===== src/design/assert_macros.svh =====
`ifndef ASSERT_MACROS_SVH
`define ASSERT_MACROS_SVH

// Clocked implication check, disabled while reset is held.
`define ASSERT_IMPL(label, ante, cons, msg) \
  label: assert property (@(posedge clk) disable iff (!rst_n) (ante) |-> (cons)) \
    else $error(msg);

// Clocked invariant check, disabled while reset is held.
`define ASSERT_ALWAYS(label, cond, msg) \
  label: assert property (@(posedge clk) disable iff (!rst_n) (cond)) \
    else $error(msg);

`endif


===== src/design/atrp_pkg.sv =====
`timescale 1ns / 1ps
package atrp_pkg;

  localparam int IN_W         = 16;
  localparam int WINDOW       = 5;
  localparam int CORDIC_STEPS = 20;
  localparam int AXES         = 3;
  localparam int AX_X         = 0;
  localparam int AX_Y         = 1;
  localparam int AX_Z         = 2;

  localparam int SUM_W  = IN_W + $clog2(WINDOW);
  localparam int SQ_W   = 2 * SUM_W;
  localparam int RR_W   = SQ_W + 1;
  localparam int K_W    = 5;
  localparam int K_MAX  = 30;
  localparam int LIM_EXP = 58;

  localparam int OP_W   = 32;
  localparam int CW     = OP_W + 2;
  localparam int ZW     = 27;
  localparam int FRAC   = 16;
  localparam int STEP_W = 5;

  localparam int RAD_W      = 62;
  localparam int ROOT_W     = RAD_W / 2;
  localparam int SQRT_STEPS = RAD_W / 2;
  localparam int SQRT_CNT_W = $clog2(SQRT_STEPS);

  localparam int ROLL_W  = 9;
  localparam int PITCH_W = 8;
  localparam int DEG_W   = ZW - FRAC;

  localparam int IN_TDATA_W  = ((AXES * IN_W + 7) / 8) * 8;
  localparam int OUT_TDATA_W = ((ROLL_W + PITCH_W + 7) / 8) * 8;

  localparam logic signed [ZW-1:0] Z_45  = ZW'(45 << FRAC);
  localparam logic signed [ZW-1:0] Z_90  = ZW'(90 << FRAC);
  localparam logic signed [ZW-1:0] Z_135 = ZW'(135 << FRAC);
  localparam logic signed [ZW-1:0] Z_180 = ZW'(180 << FRAC);

  typedef struct packed {
    logic load;
    logic sq_en;
    logic sum_en;
    logic norm_en;
    logic cordic_start;
    logic cordic_pitch;
    logic sqrt_start;
    logic out_load;
  } atrp_cmd_t;

  typedef struct packed {
    logic cordic_busy;
    logic sqrt_busy;
  } atrp_sts_t;

  typedef struct packed {
    logic signed [OP_W-1:0] ys;
    logic signed [OP_W-1:0] xs;
    logic                   y_zero;
    logic                   x_zero;
    logic                   equal;
  } atrp_op_t;

  // atan(2^-i) in degrees, 16 fractional bits, rounded to nearest
  function automatic logic signed [ZW-1:0] atan_q16(logic [STEP_W-1:0] i);
    logic signed [ZW-1:0] a;
    unique case (i)
      5'd0:    a = ZW'(2949120);
      5'd1:    a = ZW'(1740967);
      5'd2:    a = ZW'(919879);
      5'd3:    a = ZW'(466945);
      5'd4:    a = ZW'(234379);
      5'd5:    a = ZW'(117304);
      5'd6:    a = ZW'(58666);
      5'd7:    a = ZW'(29335);
      5'd8:    a = ZW'(14668);
      5'd9:    a = ZW'(7334);
      5'd10:   a = ZW'(3667);
      5'd11:   a = ZW'(1833);
      5'd12:   a = ZW'(917);
      5'd13:   a = ZW'(458);
      5'd14:   a = ZW'(229);
      5'd15:   a = ZW'(115);
      5'd16:   a = ZW'(57);
      5'd17:   a = ZW'(29);
      5'd18:   a = ZW'(14);
      5'd19:   a = ZW'(7);
      5'd20:   a = ZW'(4);
      5'd21:   a = ZW'(2);
      5'd22:   a = ZW'(1);
      default: a = '0;
    endcase
    return a;
  endfunction

  // largest k <= K_MAX with m <= 2^(LIM_EXP - 2k + 2) at every step taken
  function automatic logic [K_W-1:0] norm_shift(logic [RR_W-1:0] m);
    logic [K_W-1:0] k;
    k = K_W'(K_MAX);
    for (int j = K_MAX - 1; j >= 0; j--) begin
      if ({{(64 - RR_W){1'b0}}, m} > (64'd1 << (LIM_EXP - 2 * j))) begin
        k = K_W'(j);
      end
    end
    return k;
  endfunction

endpackage


===== src/design/atrp_ctrl.sv =====
`timescale 1ns / 1ps
module atrp_ctrl (
  input  logic                 clk,
  input  logic                 rst_n,
  input  logic                 in_tvalid,
  output logic                 in_tready,
  output logic                 out_tvalid,
  input  logic                 out_tready,
  input  atrp_pkg::atrp_sts_t  sts,
  output atrp_pkg::atrp_cmd_t  cmd
);

  localparam logic [2:0] S_IDLE  = 3'd0;
  localparam logic [2:0] S_SQR   = 3'd1;
  localparam logic [2:0] S_SUM   = 3'd2;
  localparam logic [2:0] S_NORM  = 3'd3;
  localparam logic [2:0] S_SQST  = 3'd4;
  localparam logic [2:0] S_WAIT  = 3'd5;
  localparam logic [2:0] S_PWAIT = 3'd6;

  logic [2:0] state_r, state_nxt;
  logic       out_tvalid_r, out_tvalid_nxt;
  logic       out_free;

  assign out_free = !out_tvalid_r || out_tready;

  always_comb begin
    state_nxt = state_r;
    cmd       = '0;
    in_tready = 1'b0;
    unique case (state_r)
      S_IDLE: begin
        in_tready = 1'b1;
        if (in_tvalid) begin
          cmd.load  = 1'b1;
          state_nxt = S_SQR;
        end
      end
      S_SQR: begin
        cmd.sq_en = 1'b1;
        state_nxt = S_SUM;
      end
      S_SUM: begin
        cmd.sum_en = 1'b1;
        state_nxt  = S_NORM;
      end
      S_NORM: begin
        cmd.norm_en      = 1'b1;
        cmd.cordic_start = 1'b1;
        state_nxt        = S_SQST;
      end
      S_SQST: begin
        cmd.sqrt_start = 1'b1;
        state_nxt      = S_WAIT;
      end
      S_WAIT: begin
        if (!sts.cordic_busy && !sts.sqrt_busy) begin
          cmd.cordic_start = 1'b1;
          cmd.cordic_pitch = 1'b1;
          state_nxt        = S_PWAIT;
        end
      end
      S_PWAIT: begin
        if (!sts.cordic_busy && out_free) begin
          cmd.out_load = 1'b1;
          state_nxt    = S_IDLE;
        end
      end
      default: begin
        state_nxt = S_IDLE;
      end
    endcase
  end

  always_comb begin
    priority if (cmd.out_load) begin
      out_tvalid_nxt = 1'b1;
    end else if (out_tready) begin
      out_tvalid_nxt = 1'b0;
    end else begin
      out_tvalid_nxt = out_tvalid_r;
    end
  end

  always_ff @(posedge clk) begin
    if (!rst_n) begin
      state_r      <= S_IDLE;
      out_tvalid_r <= 1'b0;
    end else begin
      state_r      <= state_nxt;
      out_tvalid_r <= out_tvalid_nxt;
    end
  end

  assign out_tvalid = out_tvalid_r;

endmodule


===== config.mk =====
export PLATFORM = sky130hd
export DESIGN_NAME = atrp_ctrl
export DESIGN_NICKNAME = d
export VERILOG_FILES = /design/src/design/assert_macros.svh /design/src/design/atrp_pkg.sv /design/src/design/atrp_ctrl.sv
export SDC_FILE = /design/constraint.sdc
export NUM_CORES = 1
export LEC_CHECK = 0
export BUFFER_PORTS_ARGS = -buffer_cell sky130_fd_sc_hd__buf_2
export CORE_AREA = 10 10 47 49
export CTS_BUF_LIST = sky130_fd_sc_hd__clkbuf_16
export DETAILED_ROUTE_END_ITERATION = 10
export DIE_AREA = 0 0 57 59
export PLACE_DENSITY = 0.42
export SKIP_LAST_GASP = 1
export SLEW_MARGIN = 20
export SYNTH_ARGS = -nofsm -noshare
export SYNTH_HDL_FRONTEND = slang
export SYNTH_SLANG_ARGS = --single-unit

===== constraint.sdc =====
create_clock -name clk -period 1.5 [get_ports clk]
set_clock_uncertainty 0.1 [all_clocks]
set_input_delay 0.3 -clock clk [delete_from_list [all_inputs] [get_ports clk]]
set_output_delay 0.3 -clock clk [all_outputs]
set_load 0.02 [all_outputs]

==> results by group, run 1 <==
Run status
  – Status: finished with violations
  – Violated checks: negative setup slack

CTS
  – Post-CTS Hold Buffers: 0
  – CTS tree: done
  – Clock sinks: 4
  – CTS max path bufs: 2
  – Clk Latency, worst-skew pair: 0.22 ns
  – Clk root buf: clkbuf_16
  – Setup repair bufs after CTS: 0
  – CTS buffer count: 3
  – CTS H-Tree Depth: 1
  – Worst-path clk slew: 0.03 ns

Setup path
  – Buf/Inv on CP: 1
  – CP peak stage delay: 0.37 ns
  – CP Capture Type: output pin
  – Cell family contributing the most delay on the critical path: flip-flops
  – Crit-path cells: nand2b_4 -> nor3_2 -> o21a_1 -> buf_2
  – R2R setup slack: 0.30 ns
  – Crit path max fanout: 8
  – Crit Path Category: register to output pin
  – CP arrival: 1.11 ns
  – CP Data Required Time: 1.10 ns
  – CP Launch Type: register
  – CP max-delay cell: dfxtp_4

Power and ir drop
  – Peak supply drop: 0.608 mV
  – Sw Share: 0.249
  – Leak: 0.228 nW
  – Pwr dens: 1430 mW/mm^2
  – Internal power: 531 uW
  – Register share of total power: 0.211
  – Switching power: 176 uW
  – Combinational group share of total power: 0.203
  – Clock power share: 0.586

Route
  – DRC viols: 0
  – Via density: 4.39
  – Antenna Violating Nets Remaining: 0
  – Via count: 303
  – Drt total wl: 812 um
  – First-pass DRT Iterations: 3
  – Avg WL per Cell: 11.8 um
  – DR iter-0 viols: 3

Floorplanning
  – Io pins: 16
  – Die height: 59 um
  – Placement Rows: 14
  – Initial Util: 0.196
  – Core box area: 0.00140 mm^2
  – Die area: 0.00336 mm^2
  – Die X-Extent: 57 um

Placed design
  – # port buffers: 15
  – Placed Cells: 66
  – Post-DP HPWL: 626 um
  – Routability cong.: 0.708

Global route
  – Largest net degree at the start of global routing: 14
  – Initial antenna violation count: 0
  – Vias in the first global route: 305
  – Gr usage total: 0.0480
  – First-pass GRT wire length: 1270 um
  – Gr ovfl total: 0

STA
  – Tcrit/Tclk final: 1.00
  – Final min period: 1.51 ns
  – Worst rel slew slack: 0.795
  – Worst slew pin tran: 0.306 ns
  – RSZ-0062 raised after global routing: yes
  – Final Max Tran Viols: 0
  – Setup-failing EPs final: 1
  – Fmax achieved: 0.664 GHz
  – Final WS setup: -0.00546 ns
  – Final Hold Violating Endpoints: 0

Yosys
  – Mean post-synth cell area: 7.44 um^2
  – Synth Flop Type: dfxtp_1
  – Syn Inst Count: 37
  – #FFs+latches synth: 4
  – Synth cell types: 20
  – Number of synthesized flops with an enable pin: 0
  – Synth area leader: dfxtp_1
  – Post-synth top area share: 0.291
  – Synthesis Warnings: 0
  – Post-synthesis async set-or-reset flop share: 0
  – Synthesized Nets: 43
  – Post-Syn Area: 275 um^2
  – Post-synthesis sequential area ratio: 0.291
  – Top cells by area, synth: dfxtp_1 29%, nor2_1 6.8%, nor2b_1 6.8%, a311oi_1 6.4%, buf_2 5.5%

Finish
  – Final Non-Filler Cells: 69
  – Layout fillers: 148
  – Commonest non-fill, non-tap cell in the layout: buf_2
  – Nets: 61
  – Ant. Diodes: 0
  – Most frequent cells in the layout: 12 x buf_2, 5 x nor2_1, 5 x buf_4, 3 x clkbuf_16, 3 x dfxtp_4
  – Post-layout util: 0.354
  – Share of cells above drive strength 1: 0.547
  – P&R area growth vs syn: 80.0%

Flow run
  – Max-Cap Viols: 0

Hold path
  – Hold WC Path Type: primary input to register
[final cells by class]
cell class,instances,area (um^2),share of cell area
multi-input combinational,28,208,0.419
timing repair buffer,17,97.6,0.197
clock buffer,3,75.1,0.152
sequential,4,91.3,0.184
tap,16,20.0,0.0404
inverter,1,3.75,0.00758
[worst reg2reg max path: cells and delay by family, from the launching register on]
kind / cells / cell delay [ns]
AND/OR/NAND/NOR: 1 / 0.38
flip-flops: 1 / 0.37
AO/OA/AOI/OAI: 1 / 0.26
[power groups by stage]
stage / combinational (mW) / sequential (mW) / clock, mW
floorplan: 0.105 / 0.123 / 0
global placement: 0.134 / 0.142 / 0
detailed placement: 0.132 / 0.143 / 0
CTS: 0.134 / 0.144 / 0.422
global route: 0.157 / 0.153 / 0.431
finish: 0.143 / 0.149 / 0.414
[final timing paths]
check                  start    endpoint  depth (start not counted)
setup / recovery  state_r[1]      cmd[3]                          4
hold / removal         rst_n  out_tvalid                          2
setup reg to reg  state_r[1]  state_r[1]                          2
hold reg to reg   state_r[1]  state_r[0]                          2
[state kept, by name, summed over array words and instances (netlist names)]
name        count
state_r         3
out_tvalid      1
[Yosys cell counts (all sizes together), types with 2 or more instances]
| cell type | count |
|---|---|
| nor2 | 5 |
| buf | 4 |
| dfxtp | 4 |
| nor2b | 3 |
| nor3 | 3 |
| a311oi | 2 |
| and2 | 2 |
| nand2 | 2 |
| o21a | 2 |
[metrics by stage]
step           hold slack [ns]  worst slack (ns)  setup TNS, ns  area [um^2]  power [mW]
3_5_place_dp             0.453            0.0948              0          368       0.275
2_1_floorplan            0.318          0.000905              0          280       0.228
4_1_cts                  0.222           -0.0889         -0.102          449       0.699
6_report                 0.221          -0.00546       -0.00546          495       0.706
3_3_place_gp             0.458            0.0926              0          368       0.276
5_1_grt                  0.246           -0.0834         -0.209          495       0.741
[per-layer routing]
layer | share of wire | GRT usage
met5 | 0 | 0
met4 | 0 | 0.0503
met1 | 0.50 | 0.0572
met2 | 0.40 | 0.0543
met3 | 0.10 | 0.0279
[cell families (layout without fill, tap and decap cells)]
logic type	Yosys count	after routing	synth area share
simple gates	19	19	0.359
compound gates	8	8	0.223
buf+inv	5	21	0.0954
flops	4	4	0.291
xor+xnor	1	1	0.0318
[what timing repair did]
item | in CTS | in global routing
endpoints found under the setup margin | 8 | 7
pin swaps | 0 | 1
gates resized for setup | 4 | 12
Power figures use the tool's default switching activity.
==> inputs of run 2 (changes only) <==
- ABC_AREA: default -> 1
- PLACE_DENSITY: 0.42 -> 0.46
- REMOVE_ABC_BUFFERS: default -> 1
- SETUP_SLACK_MARGIN: default -> 0.05
==> results by group, run 2 <==
Floorplanning
  – Io pins: 16 (unchanged)
  – Initial Util: 0.229 (was 0.196)
  – Die height: 59 um (unchanged)
  – Die X-Extent: 57 um (unchanged)
  – Die area: 0.00336 mm^2 (unchanged)
  – Placement Rows: 14 (unchanged)
  – Core box area: 0.00140 mm^2 (unchanged)

Yosys
  – Synth area leader: dfxtp_1 (unchanged)
  – Post-synth top cells: 13 x nor2_1, 8 x inv_1, 8 x nand2_1 (was 5 x nor2_1, 4 x dfxtp_1, 3 x buf_2, 3 x nor2b_1, 3 x nor3_1)
  – #FFs+latches synth: 4 (unchanged)
  – Post-Syn Area: 320 um^2 (was 275 um^2)
  – Post-synthesis sequential area ratio: 0.250 (was 0.291)
  – Post-synth top area share: 0.250 (was 0.291)
  – Largest family of logic cells by synthesized area: simple AND/OR/NAND/NOR gates (unchanged)
  – Synthesis Warnings: 0 (unchanged)
  – Synth Area in Adders: 0 (unchanged)
  – Post-synthesis mux area share: 0 (unchanged)
  – Synth Flop Type: dfxtp_1 (unchanged)
  – Syn Inst Count: 53 (was 37)
  – Number of synthesized flops with an enable pin: 0 (unchanged)
  – Top cells by area, synth: dfxtp_1 25%, nor2_1 15%, inv_1 9.4%, nand2_1 9.4%, nand3_2 6.3% (was dfxtp_1 29%, nor2_1 6.8%, nor2b_1 6.8%, a311oi_1 6.4%, buf_2 5.5%)
  – Compound-Gate Fraction of Synth Area: 0.113 (was 0.223)
  – Synth cell types: 15 (was 20)
  – Xor/xnor cell area share of the yosys netlist: 0 (was 0.0318)
  – Post-synthesis async set-or-reset flop share: 0 (unchanged)
  – Mean post-synth cell area: 6.04 um^2 (was 7.44 um^2)
  – Cell with the most instances after synthesis: nor2_1 (unchanged)
  – Post-synthesis simple-gate area fraction: 0.438 (was 0.359)

Global route
  – First-pass GRT wire length: 1330 um (was 1270 um)
  – Vias in the first global route: 343 (was 305)
  – Grt peak-use layer: met2 (was met1)
  – Met2 GRT Util: 0.0853 (was 0.0543)
  – Initial antenna violation count: 0 (unchanged)
  – Gr ovfl total: 0 (unchanged)
  – Met1 usage: 0.0393 (was 0.0572)
  – Grt met3 use: 0.0365 (was 0.0279)
  – Gr usage total: 0.0510 (was 0.0480)
  – Largest net degree at the start of global routing: 9 (was 14)

CTS
  – Clk Latency, worst-skew pair: 0.22 ns (about the same)
  – CTS max path bufs: 2 (unchanged)
  – CTS buffer count: 3 (unchanged)
  – Clock sinks: 4 (unchanged)
  – CTS H-Tree Depth: 1 (unchanged)
  – Clk root buf: clkbuf_16 (unchanged)
  – Post-CTS Hold Buffers: 0 (unchanged)
  – CTS tree: done (unchanged)
  – Worst-path clk slew: 0.03 ns (about the same)

Route
  – Via count: 375 (was 303)
  – Drt total wl: 843 um (was 812 um)
  – First-pass DRT Iterations: 3 (unchanged)
  – Via density: 4.26 (was 4.39)
  – Avg WL per Cell: 9.58 um (was 11.8 um)
  – Antenna Violating Nets Remaining: 0 (unchanged)
  – DR iter-0 viols: 3 (unchanged)
  – DRC viols: 0 (unchanged)

Placed design
  – Routability cong.: 0.770 (was 0.708)
  – Placed Cells: 82 (was 66)
  – # port buffers: 15 (unchanged)
  – Place WS: 0.0962 ns (was 0.0948 ns)
  – Post-DP HPWL: 680 um (was 626 um)
  – Placed inst area: 397 um^2 (was 368 um^2)

Hold path
  – Hold WC Path Type: primary input to register (unchanged)
  – Worst hold start: rst_n (unchanged)
  – Hold endpoint: state_r[1] (was out_tvalid)
  – Worst hold stages: 3 (was 2)

Finish
  – Max reg flops: 3 (unchanged)
  – Final Non-Filler Cells: 88 (was 69)
  – Share of cells above drive strength 1: 0.486 (was 0.547)
  – Ant. Diodes: 0 (unchanged)
  – Layout fillers: 158 (was 148)
  – Most frequent cells in the layout: 11 x nor2_1, 10 x buf_4, 9 x buf_2, 8 x inv_1, 7 x nand2_1 (was 12 x buf_2, 5 x nor2_1, 5 x buf_4, 3 x clkbuf_16, 3 x dfxtp_4)
  – Commonest non-fill, non-tap cell in the layout: nor2_1 (was buf_2)
  – Nets: 80 (was 61)
  – Design Area, Final: 533 um^2 (was 495 um^2)
  – P&R area growth vs syn: 66.4% (was 80.0%)
  – Largest Register: state_r (unchanged)

Setup path
  – R2R Path Start: state_r[0] (was state_r[1])
  – Crit-path cells: inv_4 -> nor2_4 -> nand2_2 -> o21ai_1 -> buf_4 (was nand2b_4 -> nor3_2 -> o21a_1 -> buf_2)
  – CP arrival: 1.06 ns (was 1.11 ns)
  – Critical R2R Capture: state_r[1] (unchanged)
  – Cell family contributing the most delay on the critical path: flip-flops (unchanged)
  – R2R setup slack: 0.29 ns (was 0.30 ns)
  – Cells on worst reg2reg path: 8 (was 2)
  – Crit path max fanout: 5 (was 8)
  – CP max-delay cell: dfxtp_4 (unchanged)
  – CP Data Required Time: 1.10 ns (about the same)
  – CP Launch Type: register (unchanged)
  – CP peak stage delay: 0.37 ns (about the same)
  – Crit path launch: state_r[0] (was state_r[1])
  – Crit Path Category: register to output pin (unchanged)
  – CP Capture Type: output pin (unchanged)
  – Buf/Inv on CP: 2 (was 1)

STA
  – Final WS setup: 0.0444 ns (was -0.00546 ns)
  – Final Max Tran Viols: 0 (unchanged)
  – Worst rel slew slack: 0.888 (was 0.795)
  – Worst slew pin tran: 0.167 ns (was 0.306 ns)
  – Final Hold Violating Endpoints: 0 (unchanged)
  – RSZ-0062 raised after global routing: yes (unchanged)
  – Fmax achieved: 0.687 GHz (was 0.664 GHz)
  – Final min period: 1.46 ns (was 1.51 ns)
  – Setup-failing EPs final: 0 (was 1)
  – Setup TNS: 0 ns (was -0.00546 ns)
  – Tcrit/Tclk final: 0.970 (was 1.00)

Power and ir drop
  – Pwr dens: 1400 mW/mm^2 (was 1430 mW/mm^2)
  – Leak: 0.290 nW (was 0.228 nW)
  – Peak supply drop: 0.719 mV (was 0.608 mV)

Run status
  – Status: finished, final reports clean (was finished with violations)

Flow run
  – Max-Cap Viols: 0 (unchanged)
run 2: logic make-up (layout without fill, tap and decap cells):
kind of cell,after synthesis,in the layout
AO/OA/AOI/OAI,7,7
buffers and inverters,13,32
flip-flops,4,4
AND/OR/NAND/NOR,29,29
run 2: stage by stage:
step / hold slack [ns] / power (mW) / util
after floorplan: 0.345 / 0.251 / -
after global placement: 0.404 / 0.305 / 0.283
after detailed placement: 0.408 / 0.302 / 0.283
after CTS: 0.225 / 0.748 / 0.368
after global routing: 0.253 / 0.788 / 0.380
final: 0.228 / 0.748 / 0.380
run 2: worst max-delay path by stage:
stage | to | slack, ns | cells past startpoint
after floorplan | cmd[3] | -0.02 | 4
after global placement | cmd[3] | 0.10 | 5
after detailed placement | cmd[0] | 0.1 | 3
after CTS | cmd[3] | 0.01 | 5
after global routing | cmd[3] | -0.03 | 5
final | cmd[3] | 0.04 | 5
run 2: power by group:
| group | internal [mW] | switching [mW] |
|---|---|---|
| Combinational | 0.0822 | 0.113 |
| Sequential | 0.122 | 0.0223 |
| Clock | 0.340 | 0.0688 |
| Total | 0.544 | 0.204 |
run 2: worst min-delay path, delay by kind of cell:
family,cells,cell delay [ns]
simple gates,2,0.11
buf+inv,1,0.10
run 2: routing by layer:
layer,vias up,share of wire
met5,-,0
met4,0,0.028
met2,9,0.50
met3,5,0.10
li1,201,-
met1,160,0.37
run 2: timing repair:
item | in CTS | in global routing
hold endpoints to repair | 0 | 0
endpoints found under the setup margin | 8 | 8
pin swaps | 2 | 1
gates resized for setup | 14 | 3
buffers inserted | 2 | 1
run 2: final cells by class:
class | instances | area, um^2 | share of cell area
timing repair buffer | 19 | 120 | 0.225
inverter | 10 | 40.0 | 0.0751
clock buffer | 3 | 75.1 | 0.141
tap | 16 | 20.0 | 0.0376
multi-input combinational | 36 | 189 | 0.354
sequential | 4 | 88.8 | 0.167
