==> src/design/assert_macros.svh <==
`ifndef ASSERT_MACROS_SVH
`define ASSERT_MACROS_SVH

// Clocked implication check, disabled while reset is held.
`define ASSERT_IMPL(label, ante, cons, msg) \
  label: assert property (@(posedge clk) disable iff (!rst_n) (ante) |-> (cons)) \
    else $error(msg);

// Clocked invariant check, disabled while reset is held.
`define ASSERT_ALWAYS(label, cond, msg) \
  label: assert property (@(posedge clk) disable iff (!rst_n) (cond)) \
    else $error(msg);

`endif

==> src/design/atrp_pkg.sv <==
`timescale 1ns / 1ps
package atrp_pkg;

  localparam int IN_W         = 16;
  localparam int WINDOW       = 5;
  localparam int CORDIC_STEPS = 20;
  localparam int AXES         = 3;
  localparam int AX_X         = 0;
  localparam int AX_Y         = 1;
  localparam int AX_Z         = 2;

  localparam int SUM_W  = IN_W + $clog2(WINDOW);
  localparam int SQ_W   = 2 * SUM_W;
  localparam int RR_W   = SQ_W + 1;
  localparam int K_W    = 5;
  localparam int K_MAX  = 30;
  localparam int LIM_EXP = 58;

  localparam int OP_W   = 32;
  localparam int CW     = OP_W + 2;
  localparam int ZW     = 27;
  localparam int FRAC   = 16;
  localparam int STEP_W = 5;

  localparam int RAD_W      = 62;
  localparam int ROOT_W     = RAD_W / 2;
  localparam int SQRT_STEPS = RAD_W / 2;
  localparam int SQRT_CNT_W = $clog2(SQRT_STEPS);

  localparam int ROLL_W  = 9;
  localparam int PITCH_W = 8;
  localparam int DEG_W   = ZW - FRAC;

  localparam int IN_TDATA_W  = ((AXES * IN_W + 7) / 8) * 8;
  localparam int OUT_TDATA_W = ((ROLL_W + PITCH_W + 7) / 8) * 8;

  localparam logic signed [ZW-1:0] Z_45  = ZW'(45 << FRAC);
  localparam logic signed [ZW-1:0] Z_90  = ZW'(90 << FRAC);
  localparam logic signed [ZW-1:0] Z_135 = ZW'(135 << FRAC);
  localparam logic signed [ZW-1:0] Z_180 = ZW'(180 << FRAC);

  typedef struct packed {
    logic load;
    logic sq_en;
    logic sum_en;
    logic norm_en;
    logic cordic_start;
    logic cordic_pitch;
    logic sqrt_start;
    logic out_load;
  } atrp_cmd_t;

  typedef struct packed {
    logic cordic_busy;
    logic sqrt_busy;
  } atrp_sts_t;

  typedef struct packed {
    logic signed [OP_W-1:0] ys;
    logic signed [OP_W-1:0] xs;
    logic                   y_zero;
    logic                   x_zero;
    logic                   equal;
  } atrp_op_t;

  // atan(2^-i) in degrees, 16 fractional bits, rounded to nearest
  function automatic logic signed [ZW-1:0] atan_q16(logic [STEP_W-1:0] i);
    logic signed [ZW-1:0] a;
    unique case (i)
      5'd0:    a = ZW'(2949120);
      5'd1:    a = ZW'(1740967);
      5'd2:    a = ZW'(919879);
      5'd3:    a = ZW'(466945);
      5'd4:    a = ZW'(234379);
      5'd5:    a = ZW'(117304);
      5'd6:    a = ZW'(58666);
      5'd7:    a = ZW'(29335);
      5'd8:    a = ZW'(14668);
      5'd9:    a = ZW'(7334);
      5'd10:   a = ZW'(3667);
      5'd11:   a = ZW'(1833);
      5'd12:   a = ZW'(917);
      5'd13:   a = ZW'(458);
      5'd14:   a = ZW'(229);
      5'd15:   a = ZW'(115);
      5'd16:   a = ZW'(57);
      5'd17:   a = ZW'(29);
      5'd18:   a = ZW'(14);
      5'd19:   a = ZW'(7);
      5'd20:   a = ZW'(4);
      5'd21:   a = ZW'(2);
      5'd22:   a = ZW'(1);
      default: a = '0;
    endcase
    return a;
  endfunction

  // largest k <= K_MAX with m <= 2^(LIM_EXP - 2k + 2) at every step taken
  function automatic logic [K_W-1:0] norm_shift(logic [RR_W-1:0] m);
    logic [K_W-1:0] k;
    k = K_W'(K_MAX);
    for (int j = K_MAX - 1; j >= 0; j--) begin
      if ({{(64 - RR_W){1'b0}}, m} > (64'd1 << (LIM_EXP - 2 * j))) begin
        k = K_W'(j);
      end
    end
    return k;
  endfunction

endpackage

==> src/design/atrp_sqrt.sv <==
`timescale 1ns / 1ps
module atrp_sqrt (
  input  logic                         clk,
  input  logic                         rst_n,
  input  logic                         start,
  input  logic [atrp_pkg::RAD_W-1:0]   radicand,
  output logic                         busy,
  output logic [atrp_pkg::ROOT_W-1:0]  root
);

  logic [atrp_pkg::RAD_W-1:0]      rem_r, rem_nxt;
  logic [atrp_pkg::RAD_W-1:0]      res_r, res_nxt;
  logic [atrp_pkg::RAD_W-1:0]      bit_r, bit_nxt;
  logic [atrp_pkg::RAD_W-1:0]      trial;
  logic [atrp_pkg::SQRT_CNT_W-1:0] cnt_r, cnt_nxt;
  logic                            busy_r, busy_nxt;

  assign trial = res_r + bit_r;

  always_comb begin
    rem_nxt  = rem_r;
    res_nxt  = res_r;
    bit_nxt  = bit_r;
    cnt_nxt  = cnt_r;
    busy_nxt = busy_r;
    if (start) begin
      rem_nxt  = radicand;
      res_nxt  = '0;
      bit_nxt  = atrp_pkg::RAD_W'(1) << (atrp_pkg::RAD_W - 2);
      cnt_nxt  = '0;
      busy_nxt = 1'b1;
    end else if (busy_r) begin
      if (rem_r >= trial) begin
        rem_nxt = rem_r - trial;
        res_nxt = (res_r >> 1) + bit_r;
      end else begin
        res_nxt = res_r >> 1;
      end
      bit_nxt = bit_r >> 2;
      cnt_nxt = cnt_r + 1'b1;
      if (cnt_r == atrp_pkg::SQRT_CNT_W'(atrp_pkg::SQRT_STEPS - 1)) begin
        busy_nxt = 1'b0;
      end
    end
  end

  always_ff @(posedge clk) begin
    if (!rst_n) begin
      busy_r <= 1'b0;
      cnt_r  <= '0;
    end else begin
      busy_r <= busy_nxt;
      cnt_r  <= cnt_nxt;
    end
  end

  always_ff @(posedge clk) begin
    rem_r <= rem_nxt;
    res_r <= res_nxt;
    bit_r <= bit_nxt;
  end

  assign busy = busy_r;
  assign root = res_r[atrp_pkg::ROOT_W-1:0];

endmodule

==> src/design/atrp_cordic.sv <==
`timescale 1ns / 1ps
module atrp_cordic (
  input  logic                            clk,
  input  logic                            rst_n,
  input  logic                            start,
  input  atrp_pkg::atrp_op_t              op,
  output logic                            busy,
  output logic signed [atrp_pkg::ZW-1:0]  z
);

  logic signed [atrp_pkg::CW-1:0]  x_r, x_nxt, y_r, y_nxt;
  logic signed [atrp_pkg::CW-1:0]  dx, dy, xs_e, ys_e;
  logic signed [atrp_pkg::ZW-1:0]  z_r, z_nxt, ang;
  logic [atrp_pkg::STEP_W-1:0]     cnt_r, cnt_nxt;
  logic                            busy_r, busy_nxt;
  logic                            xs_neg, ys_pos, y_pos;

  assign xs_e   = atrp_pkg::CW'(op.xs);
  assign ys_e   = atrp_pkg::CW'(op.ys);
  assign xs_neg = op.xs[atrp_pkg::OP_W-1];
  assign ys_pos = !op.ys[atrp_pkg::OP_W-1] && (op.ys != '0);
  assign y_pos  = !y_r[atrp_pkg::CW-1] && (y_r != '0);
  assign dx     = y_r >>> cnt_r;
  assign dy     = x_r >>> cnt_r;
  assign ang    = atrp_pkg::atan_q16(cnt_r);

  always_comb begin
    x_nxt    = x_r;
    y_nxt    = y_r;
    z_nxt    = z_r;
    cnt_nxt  = cnt_r;
    busy_nxt = busy_r;
    if (start) begin
      cnt_nxt  = '0;
      x_nxt    = xs_e;
      y_nxt    = ys_e;
      busy_nxt = 1'b0;
      priority if (op.y_zero) begin
        z_nxt = xs_neg ? atrp_pkg::Z_180 : '0;
      end else if (op.x_zero) begin
        z_nxt = ys_pos ? atrp_pkg::Z_90 : -atrp_pkg::Z_90;
      end else if (op.equal) begin
        if (!xs_neg) begin
          z_nxt = ys_pos ? atrp_pkg::Z_45 : -atrp_pkg::Z_45;
        end else begin
          z_nxt = ys_pos ? atrp_pkg::Z_135 : -atrp_pkg::Z_135;
        end
      end else begin
        busy_nxt = 1'b1;
        if (xs_neg) begin
          // fold the left half plane over, start from +-180
          z_nxt = ys_pos ? atrp_pkg::Z_180 : -atrp_pkg::Z_180;
          x_nxt = -xs_e;
          y_nxt = -ys_e;
        end else begin
          z_nxt = '0;
        end
      end
    end else if (busy_r) begin
      if (y_pos) begin
        x_nxt = x_r + dx;
        y_nxt = y_r - dy;
        z_nxt = z_r + ang;
      end else begin
        x_nxt = x_r - dx;
        y_nxt = y_r + dy;
        z_nxt = z_r - ang;
      end
      cnt_nxt = cnt_r + 1'b1;
      if (cnt_r == atrp_pkg::STEP_W'(atrp_pkg::CORDIC_STEPS - 1)) begin
        busy_nxt = 1'b0;
      end
    end
  end

  always_ff @(posedge clk) begin
    if (!rst_n) begin
      busy_r <= 1'b0;
      cnt_r  <= '0;
    end else begin
      busy_r <= busy_nxt;
      cnt_r  <= cnt_nxt;
    end
  end

  always_ff @(posedge clk) begin
    x_r <= x_nxt;
    y_r <= y_nxt;
    z_r <= z_nxt;
  end

  assign busy = busy_r;
  assign z    = z_r;

endmodule

==> src/design/atrp_dp.sv <==
`timescale 1ns / 1ps
module atrp_dp (
  input  logic                                 clk,
  input  logic                                 rst_n,
  input  atrp_pkg::atrp_cmd_t                  cmd,
  input  logic signed [atrp_pkg::IN_W-1:0]     accel_x,
  input  logic signed [atrp_pkg::IN_W-1:0]     accel_y,
  input  logic signed [atrp_pkg::IN_W-1:0]     accel_z,
  output atrp_pkg::atrp_sts_t                  sts,
  output logic signed [atrp_pkg::ROLL_W-1:0]   roll_deg,
  output logic signed [atrp_pkg::PITCH_W-1:0]  pitch_deg
);

  logic signed [atrp_pkg::IN_W-1:0]    sample [atrp_pkg::AXES];
  logic signed [atrp_pkg::IN_W-1:0]    hist_r [atrp_pkg::AXES][atrp_pkg::WINDOW];
  logic signed [atrp_pkg::SUM_W-1:0]   sum_r  [atrp_pkg::AXES];
  logic [atrp_pkg::SUM_W-1:0]          mag    [atrp_pkg::AXES];
  logic [atrp_pkg::SQ_W-1:0]           sq_r   [atrp_pkg::AXES];
  logic [atrp_pkg::RR_W-1:0]           rr_r;
  logic [atrp_pkg::RR_W-1:0]           yy_e, zz_e, xx_e;
  logic [atrp_pkg::K_W-1:0]            k_roll_r, k_pitch_r;
  logic [atrp_pkg::RAD_W-1:0]          radicand;
  logic [atrp_pkg::ROOT_W-1:0]         root;
  atrp_pkg::atrp_op_t                  op;
  logic signed [atrp_pkg::ZW-1:0]      z;
  logic signed [atrp_pkg::DEG_W-1:0]   z_deg;
  logic signed [atrp_pkg::ROLL_W-1:0]  roll_r, out_roll_r;
  logic signed [atrp_pkg::PITCH_W-1:0] out_pitch_r;
  logic                                cordic_busy, sqrt_busy;

  function automatic logic [atrp_pkg::SUM_W-1:0] abs_mag(
    logic signed [atrp_pkg::SUM_W-1:0] v
  );
    return v[atrp_pkg::SUM_W-1] ? atrp_pkg::SUM_W'(-v) : atrp_pkg::SUM_W'(v);
  endfunction

  function automatic logic signed [atrp_pkg::DEG_W-1:0] trunc_deg(
    logic signed [atrp_pkg::ZW-1:0] a
  );
    logic [atrp_pkg::ZW-1:0]    m;
    logic [atrp_pkg::DEG_W-1:0] d;
    m = a[atrp_pkg::ZW-1] ? atrp_pkg::ZW'(-a) : atrp_pkg::ZW'(a);
    d = m[atrp_pkg::ZW-1:atrp_pkg::FRAC];
    return a[atrp_pkg::ZW-1] ? -d : d;
  endfunction

  assign sample[atrp_pkg::AX_X] = accel_x;
  assign sample[atrp_pkg::AX_Y] = accel_y;
  assign sample[atrp_pkg::AX_Z] = accel_z;

  always_ff @(posedge clk) begin
    if (!rst_n) begin
      for (int a = 0; a < atrp_pkg::AXES; a++) begin
        for (int w = 0; w < atrp_pkg::WINDOW; w++) begin
          hist_r[a][w] <= '0;
        end
        sum_r[a] <= '0;
      end
    end else if (cmd.load) begin
      for (int a = 0; a < atrp_pkg::AXES; a++) begin
        for (int w = 1; w < atrp_pkg::WINDOW; w++) begin
          hist_r[a][w-1] <= hist_r[a][w];
        end
        hist_r[a][atrp_pkg::WINDOW-1] <= sample[a];
        sum_r[a] <= sum_r[a] - atrp_pkg::SUM_W'(hist_r[a][0])
                    + atrp_pkg::SUM_W'(sample[a]);
      end
    end
  end

  always_comb begin
    for (int a = 0; a < atrp_pkg::AXES; a++) begin
      mag[a] = abs_mag(sum_r[a]);
    end
  end

  assign xx_e = atrp_pkg::RR_W'(sq_r[atrp_pkg::AX_X]);
  assign yy_e = atrp_pkg::RR_W'(sq_r[atrp_pkg::AX_Y]);
  assign zz_e = atrp_pkg::RR_W'(sq_r[atrp_pkg::AX_Z]);

  always_ff @(posedge clk) begin
    if (cmd.sq_en) begin
      for (int a = 0; a < atrp_pkg::AXES; a++) begin
        sq_r[a] <= mag[a] * mag[a];
      end
    end
    if (cmd.sum_en) begin
      rr_r     <= yy_e + zz_e;
      k_roll_r <= atrp_pkg::norm_shift((yy_e > zz_e) ? yy_e : zz_e);
    end
    if (cmd.norm_en) begin
      k_pitch_r <= atrp_pkg::norm_shift((xx_e > rr_r) ? xx_e : rr_r);
    end
  end

  assign radicand = atrp_pkg::RAD_W'(rr_r) << {k_pitch_r, 1'b0};

  always_comb begin
    if (cmd.cordic_pitch) begin
      op.ys     = (-atrp_pkg::OP_W'(sum_r[atrp_pkg::AX_X])) <<< k_pitch_r;
      op.xs     = atrp_pkg::OP_W'(root);
      op.y_zero = (sum_r[atrp_pkg::AX_X] == '0);
      op.x_zero = (rr_r == '0);
      op.equal  = (xx_e == rr_r);
    end else begin
      op.ys     = atrp_pkg::OP_W'(sum_r[atrp_pkg::AX_Y]) <<< k_roll_r;
      op.xs     = atrp_pkg::OP_W'(sum_r[atrp_pkg::AX_Z]) <<< k_roll_r;
      op.y_zero = (sum_r[atrp_pkg::AX_Y] == '0);
      op.x_zero = (sum_r[atrp_pkg::AX_Z] == '0);
      op.equal  = (yy_e == zz_e);
    end
  end

  atrp_sqrt u_sqrt (
    .clk      (clk),
    .rst_n    (rst_n),
    .start    (cmd.sqrt_start),
    .radicand (radicand),
    .busy     (sqrt_busy),
    .root     (root)
  );

  atrp_cordic u_cordic (
    .clk   (clk),
    .rst_n (rst_n),
    .start (cmd.cordic_start),
    .op    (op),
    .busy  (cordic_busy),
    .z     (z)
  );

  assign z_deg = trunc_deg(z);

  always_ff @(posedge clk) begin
    if (cmd.cordic_start && cmd.cordic_pitch) begin
      roll_r <= atrp_pkg::ROLL_W'(z_deg);
    end
    if (cmd.out_load) begin
      out_roll_r  <= roll_r;
      out_pitch_r <= atrp_pkg::PITCH_W'(z_deg);
    end
  end

  assign sts.cordic_busy = cordic_busy;
  assign sts.sqrt_busy   = sqrt_busy;
  assign roll_deg        = out_roll_r;
  assign pitch_deg       = out_pitch_r;

endmodule

==> config.mk <==
export PLATFORM = sky130hd
export DESIGN_NAME = atrp_dp
export DESIGN_NICKNAME = d
export VERILOG_FILES = /design/src/design/assert_macros.svh /design/src/design/atrp_pkg.sv /design/src/design/atrp_sqrt.sv /design/src/design/atrp_cordic.sv /design/src/design/atrp_dp.sv
export SDC_FILE = /design/constraint.sdc
export NUM_CORES = 2
export LEC_CHECK = 0
export BUFFER_PORTS_ARGS = -buffer_cell sky130_fd_sc_hd__buf_2
export CORE_MARGIN = 5
export CORE_UTILIZATION = 60
export DETAILED_ROUTE_END_ITERATION = 16
export PLACE_DENSITY_LB_ADDON = 0.15
export SLEW_MARGIN = 40
export SYNTH_ARGS = -nofsm -noshare
export SYNTH_HDL_FRONTEND = slang
export SYNTH_SLANG_ARGS = --single-unit
==> constraint.sdc <==
create_clock -name clk -period 9.2 [get_ports clk]
set_clock_uncertainty 0.2 [all_clocks]
set_input_delay 1.38 -clock clk [delete_from_list [all_inputs] [get_ports clk]]
set_output_delay 1.38 -clock clk [all_outputs]
set_load 0.005 [all_outputs]
==> results.yml <==
status:
  outcome: "finished, final reports clean"
final_layout:
  layout.cells.most_common: "inv_1"
  multiInputGateArea_um2: 65000
  nFillCells: 12800
  finalNetCount: 11800
  drive_above_1_share_pct: 8.38
  area_growth_pct: 7.16
  mostFrequentLayoutCells: "inv_1 (1322), nor2_1 (1054), fa_1 (806)"
  seq_area_um2: 21800
floorplanning:
  fp.dieW_um: 404
  io_pins: 77
  die_h_um: 404
  core_area_um2: 154000
  rows: 144
  die_area_um2: 163000
  initial_core_util_pct: 60.4
drt:
  ant_nets: 0
  routed_wl_um: 286000
  wire_per_inst_um: 23.2
  first_iter_violations: 7930
  viasPerCell: 6.29
  drc: 0
  firstDrtPassIters: 8
  num_vias: 77600
critical_path:
  cp.required_ps: 9470
  crit_top_cell: "fa_1"
  slowest_delay_ps: 620
  worstSetupEndpointType: "register"
  arrival_ps: 9150
  crit_slowest_cell: "fa_1"
  cp-start-kind: "register"
  crit_type: "reg -> reg"
  cp_max_fo: 9
clock_network:
  cts_htree_levels: 3
  cts_tree: "yes"
  numCtsBuffers: 91
  root_buffer: "clkbuf_16"
  clock_latency_ps: 720
  clock_path_buffers: 3
  clkSinkCount: 767
  path_clk_slew_ps: 70
yosys:
  postSynthAreaPerCell_um2: 9.13
  synth_top_cells_by_area: "edfxtp_1 (21%), fa_1 (17%), ha_1 (10%)"
  yosys_warnings: 0
  synth-edff-count: 640
  synth_cell_types: 110
  synth_top_flop_cell: "edfxtp_1"
  synth_seq_cells: 767
  ys_seq_area_share_pct: 23.4
  synth_area_um2: 93100
  synth_top_area_share_pct: 20.6
  synth_area_leader_cell: "edfxtp_1"
  postSynthCellCount: 10200
  async_reset_ff_share_pct: 0
timing:
  max_freq_mhz: 113
  slew_headroom_pct: 30.1
  rsz0062_at_grt: "yes"
  slew_viol_final: 0
  fin_ws_ps: 321
  worst_slew_pin_slew_ps: 1040
  final-hold-violation-count: 0
  setup_violations: 0
  period_share_pct: 96.5
  period_minus_slack_ps: 8880
grt:
  grt_pass1_wl_um: 442000
  track_usage_pct: 34.6
  antenna_found_initial: 14
  grt_max_degree: 169
  grt_pass1_vias: 77300
  grt_remaining_overflow: 0
placed_design:
  place_congestion: 1.03
  numPortBuffers: 76
  hpwl_um: 228000
  dp_slack_ps: 56.7
flow_run:
  maxCapViolations: 0
worst_hold_path:
  hold_class: "reg -> reg"
registers in the layout (all words and copies together) (netlist names):
signal          cells
u_cordic.busy       1
u_cordic.y_r       34
u_sqrt.rem_r       62
roll_deg            9
pitch_deg           8
u_sqrt.res_r       62
roll_r              9
u_cordic.cnt_r      5
sum_r              57
k_roll_r            5
u_cordic.z         27
u_sqrt.bit_r       31
k_pitch_r           5
sq_r              111
rr_r               39
u_cordic.ang       22
u_sqrt.busy         1
u_sqrt.cnt_r        5
hist_r            240
u_cordic.x_r       34
stage by stage:
stage,utilization [%],instances,setup TNS (ps),hold slack (ps),cell area [um2]
after floorplan,-,10200,0,200,93200
after global placement,62.4,12200,0,201,96300
after detailed placement,62.5,12200,0,208,96400
after CTS,64.5,12300,0,221,99400
after global routing,64.7,12300,-112,223,99800
final,64.7,12300,0,218,99800
cell type report:
cell class | instances | area share, %
Clock buffer | 112 | 2.41
Timing Repair Buffer | 322 | 2.37
Tap cell | 2044 | 2.56
Antenna cell | 7 | 0.0176
Clock inverter | 56 | 0.591
Sequential cell | 767 | 21.8
Multi-Input combinational cell | 7674 | 65.1
Inverter | 1360 | 5.12
cell families (layout without fill, tap and decap cells):
logic type / count (synthesis) / count (layout) / share of synthesized area, %
fa+ha+maj: 1570 / 1570 / 27.6
simple gates: 3021 / 3021 / 15.4
flops: 767 / 767 / 23.4
mux: 364 / 364 / 6.04
other cells: 2 / 33 / 0.00807
compound gates: 2097 / 2097 / 14.7
buf+inv: 1784 / 1850 / 7.32
xor+xnor: 596 / 596 / 5.61
critical path, delay by kind of cell (launching register included):
kind / cells / cell delay (ps)
XOR/XNOR: 2 / 430
adder cells (fa/ha/maj): 7 / 3340
buffers and inverters: 5 / 680
flip-flops: 1 / 550
AO/OA/AOI/OAI: 8 / 1710
AND/OR/NAND/NOR: 5 / 1710
repair_timing:
| action | CTS | global route |
|---|---|---|
| pin swaps | 0 | 10 |
| hold buffers | 0 | 0 |
| endpoints found under the setup margin | 1 | 18 |
| gates resized for setup | 1 | 51 |
| endpoints found under the hold margin | 0 | 0 |
| buffers inserted | 0 | 14 |
final timing paths:
kind	startpoint	endpoint	slack [ps]	cells after the start
max reg2reg	sum_r[0][2]	sq_r[0][37]	320	27
min reg2reg	roll_r[6]	roll_deg[6]	220	0
min	roll_r[6]	roll_deg[6]	220	0
max	sum_r[0][2]	sq_r[0][37]	320	27
synth_stat cells (all sizes together) (75+ instances only):
| master | count |
|---|---|
| a211oi | 102 |
| a21o | 150 |
| a21oi | 546 |
| a31oi | 104 |
| and3 | 262 |
| buf | 97 |
| clkbuf | 327 |
| dfxtp | 127 |
| edfxtp | 640 |
| fa | 806 |
| ha | 764 |
| inv | 1339 |
| mux2i | 162 |
| mux4 | 153 |
| nand2 | 771 |
| nand2b | 82 |
| nand3 | 135 |
| nand4 | 81 |
| nor2 | 1062 |
| nor2b | 80 |
| nor3 | 183 |
| o21ai | 444 |
| o31ai | 75 |
| or3 | 81 |
| xnor2 | 373 |
| xor2 | 223 |
per-layer routing:
metal  up-vias  track usage [%]  part of all wire, %  routed length, um
li1      35500                -                    -                  -
met1     38100             45.7                   40             115000
met2      3271             57.3                   47             135000
met3       680             4.92                  7.5              21400
met4         6             15.0                  5.0              14400
met5         -                0                0.017                 48
Power is not shown: default switching activity piles up to over one toggle a cycle in this logic, so the estimate is an artifact.
